`config.mk`:
```
export PLATFORM = sky130hd
export DESIGN_NAME = fsc_zdiv
export DESIGN_NICKNAME = d
export VERILOG_FILES = /design/src/rtl/core/fsc_pkg.sv /design/src/rtl/core/fsc_zdiv.sv
export SDC_FILE = /design/constraint.sdc
export NUM_CORES = 2
export LEC_CHECK = 0
export BUFFER_PORTS_ARGS = -buffer_cell sky130_fd_sc_hd__buf_2
export CORE_UTILIZATION = 35
export CTS_CLUSTER_DIAMETER = 40
export DETAILED_ROUTE_END_ITERATION = 7
export GPL_ROUTABILITY_DRIVEN = 1
export SYNTH_ARGS = -nofsm -noshare
export SYNTH_HDL_FRONTEND = slang
export SYNTH_SLANG_ARGS = --single-unit
```
`constraint.sdc`:
```
create_clock -name clk -period 6.3 [get_ports clk]
set_input_delay 1.26 -clock clk [delete_from_list [all_inputs] [get_ports clk]]
set_output_delay 1.26 -clock clk [all_outputs]
set_load 0.1 [all_outputs]
```
`src/rtl/core/fsc_pkg.sv`:
```
// ----------------------------------------------------------------------------
// fsc_pkg
// Shared types, widths and constants for the feathered rounded-rect coverage
// pipeline.
// ----------------------------------------------------------------------------
package fsc_pkg;

  // configuration port
  localparam int CFG_W = 16;
  localparam int IDX_W = 3;

  typedef enum logic [IDX_W-1:0] {
    REG_HOLE_LEFT     = 3'd0,
    REG_HOLE_TOP      = 3'd1,
    REG_HOLE_WIDTH    = 3'd2,
    REG_HOLE_HEIGHT   = 3'd3,
    REG_CORNER_RADIUS = 3'd4,
    REG_EDGE_SIGMA    = 3'd5
  } reg_idx_t;

  // sigma below this code is a hard edge
  localparam logic [CFG_W-1:0] HARD_SIGMA_LIMIT = 16'd3;

  // geometry, 1/32 pixel units
  localparam int GQ_W  = 20;
  localparam int OX_W  = 18;
  localparam int SQR_W = 2 * OX_W;

  // square root unit
  localparam int RAD_W     = 54;
  localparam int ROOT_W    = 27;
  localparam int SQ_REM_W  = 31;
  localparam int SQ_STAGES = RAD_W / 2;

  // signed distance, 1/8192 pixel units
  localparam int DF_W  = 29;
  localparam int ABS_W = 27;

  // z = |d| / (sigma * sqrt2), Q16, limited to 8.0
  localparam logic [16:0] SQRT2_Q16 = 17'd92682;
  localparam int ZNUM_W   = 38;
  localparam int Z_W      = 20;
  localparam int ZQ_STEPS = 20;
  localparam int ZHI_W    = ZNUM_W - ZQ_STEPS;
  localparam logic [Z_W-1:0] Z_LIMIT = 20'd524288;

  // t = 1 / (1 + p*z), Q16
  localparam logic [14:0] ERF_P_Q16 = 15'd21469;
  localparam int DEN_W   = 18;
  localparam int T_W     = 17;
  localparam int T_STEPS = 17;

  // polynomial, Q16
  localparam int P_W = 20;
  localparam logic signed [P_W-1:0] ERF_A1 = 20'sd16701;
  localparam logic signed [P_W-1:0] ERF_A2 = -20'sd18645;
  localparam logic signed [P_W-1:0] ERF_A3 = 20'sd93154;
  localparam logic signed [P_W-1:0] ERF_A4 = -20'sd95234;
  localparam logic signed [P_W-1:0] ERF_A5 = 20'sd69560;

  // exp(-u) through 2^-v
  localparam logic [16:0] LOG2E_Q16 = 17'd94548;
  localparam logic [16:0] POW2_FRAC [17] = '{
    17'd65536, 17'd62757, 17'd60097, 17'd57549, 17'd55109, 17'd52773,
    17'd50535, 17'd48393, 17'd46341, 17'd44376, 17'd42495, 17'd40693,
    17'd38968, 17'd37316, 17'd35734, 17'd34219, 17'd32768};

  // stage counts
  localparam int GEO_LAT   = 3;
  localparam int SQ_LAT    = SQ_STAGES;
  localparam int DF_LAT    = 1;
  localparam int ZDIV_LAT  = ZQ_STEPS + 3;
  localparam int RCP_LAT   = T_STEPS + 1;
  localparam int ERF_LAT   = 7;
  localparam int TOTAL_LAT = GEO_LAT + SQ_LAT + DF_LAT + ZDIV_LAT + RCP_LAT + ERF_LAT;

  // sideband that rides with the root
  typedef struct packed {
    logic                   valid;
    logic signed [DF_W-1:0] lin;
  } sq_side_t;

  // sideband after the distance is known
  typedef struct packed {
    logic valid;
    logic neg;
  } pl_side_t;

  // Q16 product, rounded to nearest, ties away from zero
  function automatic logic signed [P_W-1:0] qmul(input logic signed [P_W-1:0] a,
                                                 input logic [T_W-1:0] b);
    logic signed [P_W+T_W:0] p;
    logic [P_W+T_W:0] mag;
    logic [P_W+T_W:0] rnd;
    p   = a * $signed({1'b0, b});
    mag = p[P_W+T_W] ? $unsigned(-p) : $unsigned(p);
    rnd = (mag + (P_W+T_W+1)'(32768)) >> 16;
    return p[P_W+T_W] ? -$signed(rnd[P_W-1:0]) : $signed(rnd[P_W-1:0]);
  endfunction

endpackage

```
`src/rtl/core/fsc_zdiv.sv`:
```
// ----------------------------------------------------------------------------
// fsc_zdiv
// Scales |d| by sqrt2 and divides by sigma with a restoring divider, one
// quotient bit per stage; the quotient is limited to 8.0 in Q16.
// ----------------------------------------------------------------------------
module fsc_zdiv (
  input  logic                      clk,
  input  logic                      rst,
  input  logic [fsc_pkg::CFG_W-1:0] edge_sigma,
  input  fsc_pkg::pl_side_t         in_side,
  input  logic [fsc_pkg::ABS_W-1:0] abs_df,
  output fsc_pkg::pl_side_t         out_side,
  output logic [fsc_pkg::Z_W-1:0]   z
);
  import fsc_pkg::*;

  localparam int PROD_W = ABS_W + 17;

  // scale stage
  logic              m_vld;
  logic              m_neg;
  logic [ZNUM_W-1:0] m_num;
  logic [PROD_W-1:0] prod;

  assign prod = abs_df * SQRT2_Q16;

  always_ff @(posedge clk) begin
    if (rst) begin
      m_vld <= 1'b0;
    end else begin
      m_vld <= in_side.valid;
    end
    m_neg <= in_side.neg;
    m_num <= prod[PROD_W-1:6];
  end

  // overflow check: quotient would need more than Z_W bits
  logic              o_vld;
  logic              o_neg;
  logic              o_ovf;
  logic [CFG_W-1:0]  o_rem;
  logic [Z_W-1:0]    o_low;
  logic [ZHI_W-1:0]  hi;

  assign hi = m_num[ZNUM_W-1:ZQ_STEPS];

  always_ff @(posedge clk) begin
    if (rst) begin
      o_vld <= 1'b0;
    end else begin
      o_vld <= m_vld;
    end
    o_neg <= m_neg;
    o_ovf <= hi >= ZHI_W'(edge_sigma);
    o_rem <= hi[CFG_W-1:0];
    o_low <= m_num[ZQ_STEPS-1:0];
  end

  // restoring steps
  logic             vld_s [ZQ_STEPS];
  logic             neg_s [ZQ_STEPS];
  logic             ovf_s [ZQ_STEPS];
  logic [CFG_W-1:0] rem_s [ZQ_STEPS];
  logic [Z_W-1:0]   low_s [ZQ_STEPS];
  logic [Z_W-1:0]   q_s   [ZQ_STEPS];

  for (genvar g = 0; g < ZQ_STEPS; g++) begin : g_step
    logic             cur_vld;
    logic             cur_neg;
    logic             cur_ovf;
    logic [CFG_W-1:0] cur_rem;
    logic [Z_W-1:0]   cur_low;
    logic [Z_W-1:0]   cur_q;
    logic [CFG_W:0]   tt;
    logic [CFG_W:0]   nrem;
    logic             ge;

    if (g == 0) begin : g_first
      assign cur_vld = o_vld;
      assign cur_neg = o_neg;
      assign cur_ovf = o_ovf;
      assign cur_rem = o_rem;
      assign cur_low = o_low;
      assign cur_q   = '0;
    end else begin : g_next
      assign cur_vld = vld_s[g-1];
      assign cur_neg = neg_s[g-1];
      assign cur_ovf = ovf_s[g-1];
      assign cur_rem = rem_s[g-1];
      assign cur_low = low_s[g-1];
      assign cur_q   = q_s[g-1];
    end

    assign tt   = {cur_rem, cur_low[Z_W-1]};
    assign ge   = tt >= {1'b0, edge_sigma};
    assign nrem = ge ? (tt - {1'b0, edge_sigma}) : tt;

    always_ff @(posedge clk) begin
      if (rst) begin
        vld_s[g] <= 1'b0;
      end else begin
        vld_s[g] <= cur_vld;
      end
      neg_s[g] <= cur_neg;
      ovf_s[g] <= cur_ovf;
      rem_s[g] <= nrem[CFG_W-1:0];
      low_s[g] <= {cur_low[Z_W-2:0], 1'b0};
      q_s[g]   <= {cur_q[Z_W-2:0], ge};
    end
  end

  // limit to 8.0
  always_ff @(posedge clk) begin
    if (rst) begin
      out_side.valid <= 1'b0;
    end else begin
      out_side.valid <= vld_s[ZQ_STEPS-1];
    end
    out_side.neg <= neg_s[ZQ_STEPS-1];
    z <= (ovf_s[ZQ_STEPS-1] || (q_s[ZQ_STEPS-1] > Z_LIMIT)) ? Z_LIMIT : q_s[ZQ_STEPS-1];
  end

endmodule

```
==> Implementation_results.wiki <==
{| class="wikitable"
! Metric !! Value
|-
| Worst-skew pair later-pin latency || between 0.7 and 0.8 ns
|-
| Cells resized by post-CTS repair || 0
|-
| Worst setup SP type || primary input
|-
| Arrival @ worst endpoint || ~6.4 ns
|-
| Antenna-violating nets left || 0
|-
| Fmax || 0.1712 GHz
|-
| Worst setup path class || in -> reg
|-
| Count of final setup violators || 0
|-
| Number of optimization iterations in the first detailed-route pass || 6
|-
| Weighted congestion at the end of routability-driven global placement || 0.8972
|-
| Clock period minus final worst setup slack || about 6 ns
|-
| Largest fanout on the critical path || 7
|-
| Share of Yosys cell area claimed by the top area cell type || 0.4050
|-
| Hold_ws || approximately 0.30 ns
|-
| Post-Place Worst Slack || -0.2924 ns
|-
| Total global-route track usage || 0.1582
|-
| Row cnt || about 130
|-
| Layout net count || 5,075
|-
| Hold buffers post-CTS || 0
|-
| Cell area after synthesis || roughly 43,000 um^2
|-
| Overflow left after global routing || 0
|-
| Post CTS Setup Buffer Count || 0
|-
| Routed length per instance || around 16 um
|-
| Yosys top cell by area || dfxtp_1
|-
| Pin count of the biggest net entering global routing || 29
|-
| Clock root buffer || clkbuf_16
|-
| Layout fillers || 11,530
|-
| Most common cell in the synthesized netlist || dfxtp_1
|-
| Slew of the pin with the lowest slew margin || between 1 and 1.5 ns
|-
| Sequential fraction of the synthesis area || 0.4050
|-
| Setup total negative slack || 0 ns
|-
| Number of top-level pins || 69
|-
| Die area || ~120,000 um^2
|-
| Main synth FF type || dfxtp_1
|-
| Outcome || completed
|-
| Vias after detailed routing || around 30,000
|-
| Clock buffers created by TritonCTS || between 100 and 150
|-
| Average size of a mapped cell || about 10 um^2
|-
| Fraction of final layout cells sized beyond drive strength 1 || 0.1512
|-
| Area growth from synthesis to final layout || 16.83%
|-
| Detailed Route Iter0 Violations || roughly 1,600
|-
| Final Worst Setup Slack || 0.4588 ns
|-
| Reg clk slew, reported paths || 0.06 ns
|-
| Worst path required time || 6.89 ns
|-
| Number of I/O port buffers || just under 70
|-
| Type of the worst min-delay path || reg -> reg
|-
| Count of H-tree levels built during CTS || 3
|-
| Endpoints failing hold || 0
|-
| Max transition margin || 0.2882
|-
| Number of synthesis warnings || 0
|-
| Initial antenna violation count || 0
|-
| Effective utilization at floorplan || 0.3546
|-
| Total number of clock tree sinks || about 870
|-
| TritonCTS clock tree || done
|-
| Width of the die || about 350 um
|-
| Synth top area cells || dfxtp_1 40%, ha_1 15%, fa_1 5.6%
|-
| Setup skew after layout || roughly 0.037 ns
|-
| Remaining design rule violation count || 0
|-
| Via density || approximately 4.9
|-
| Number of max-slew violations in the final report || 0
|-
| Total length of routed wires || between 90 and 100 mm
|-
| First-pass GRT wire length || roughly 160 mm
|-
| Number of register bits inferred by synthesis || 865
|-
| Number of global-route vias before repair || 29,720
|-
| Critical path capture point type || flip-flop
|-
| Maximum root-to-sink buffer count || 3
|-
| Top cells by count, synth || 865 x dfxtp_1, 505 x ha_1, 321 x inv_1
|-
| Post-synth EDFFs || 0
|-
| ANT cells || 0
|-
| Core region area || ~120,000 um^2
|-
| Number of maximum-capacitance constraint violations || 0
|-
| Post-synthesis net count || just under 5,000
|-
| Count of mapped cells out of synthesis || around 4,100
|-
| Period utilization || 0.9272
|-
| Share of synthesized registers carrying an async set or reset || 0
|-
| Number of distinct library cells after synthesis || between 80 and 90
|-
| Final HPWL from detailed placement || about 74 mm
|-
| Die Height || about 350 um
|-
| Setup repair after global routing missed its margin || false
|}
per-layer routing:
metal | part of all wire | global-route usage | routed length (um) | vias to the layer above
met3 | 0.044 | 0.02479 | 4343 | 199
met2 | 0.45 | 0.2589 | 43730 | 629
li1 | - | - | - | 15280
met5 | 0 | 0 | 0 | -
met1 | 0.48 | 0.2084 | 46580 | 14030
met4 | 0.034 | 0.06069 | 3376 | 0
path summary, 6_finish.rpt:
path | from | slack, ns | cells after the start | to
min | low_s[7][17] | 0.30 | 0 | low_s[8][18]
max | abs_df[7] | 0.46 | 20 | m_num[34]
min reg2reg | low_s[7][17] | 0.30 | 0 | low_s[8][18]
max reg2reg | rem_s[10][4] | 3.21 | 8 | rem_s[11][12]
cell type report:
| class | count | area [um^2] | share of cell area |
|---|---|---|---|
| Inverter | 328 | 1231 | 0.02464 |
| Clock inverter | 83 | 973.4 | 0.01949 |
| Sequential cell | 865 | 17320 | 0.3466 |
| Tap cell | 1612 | 2017 | 0.04037 |
| Clock buffer | 136 | 3110 | 0.06226 |
| Timing Repair Buffer | 202 | 1371 | 0.02745 |
| Multi-Input combinational cell | 2890 | 23940 | 0.4792 |
worst max-delay path, cell delays in order:
cell and delay (ns):
buf_2 0.11, ha_1 0.26, inv_1 0.06, fa_1 0.54, inv_1 0.06, fa_1 0.55, inv_1 0.06, fa_1 0.50
fa_1 0.52, fa_1 0.55, inv_1 0.05, ha_1 0.30, a21o_1 0.16, a21o_1 0.17, a21o_1 0.19, a311oi_1 0.35
o21ai_1 0.18, a31oi_4 0.26, o21ai_0 0.15, xor2_1 0.16
cell usage in the layout (no fill, tap or decap), types with 119 or more instances in the layout:
cell type,count
dfxtp_1,865
ha_1,505
inv_1,319
a21oi_1,219
nor2_1,209
mux2_2,198
o21ai_0,183
xnor2_1,153
a21o_1,153
nand2_1,151
buf_4,132
fa_1,119
through the flow:
stage                     utilization  cell area (um^2)  instances
final                          0.4142             49960       6116
after global routing           0.4142             49960       6116
after CTS                      0.4142             49960       6116
after detailed placement       0.3804             45870       5897
after global placement         0.3804             45870       5897
after floorplan                     -             42760       4140
state kept, by name, indices dropped and copies added, names as in the netlist, 2 cells and up:
signal          count
g_step.cur_low     20
g_step.cur_rem     16
low_s             190
m_num              38
neg_s              20
out_side            2
ovf_s              20
q_s               210
rem_s             304
vld_s              20
z                  20
cells by family (layout without fill, tap and decap cells):
logic type / Yosys count / count (layout) / synth area share
DFF: 865 / 865 / 0.4050
and+or+nand+nor: 884 / 884 / 0.1058
AOI/OAI and AO/OA: 909 / 909 / 0.1400
adders and majority gates: 624 / 624 / 0.2035
buffers and inverters: 385 / 749 / 0.03526
xor gates and xnor gates: 217 / 217 / 0.04480
muxes: 256 / 256 / 0.06572
Power is left out: the tool's default activity adds up to more than one toggle a clock period on the data nets, which glitch-free logic cannot reach.
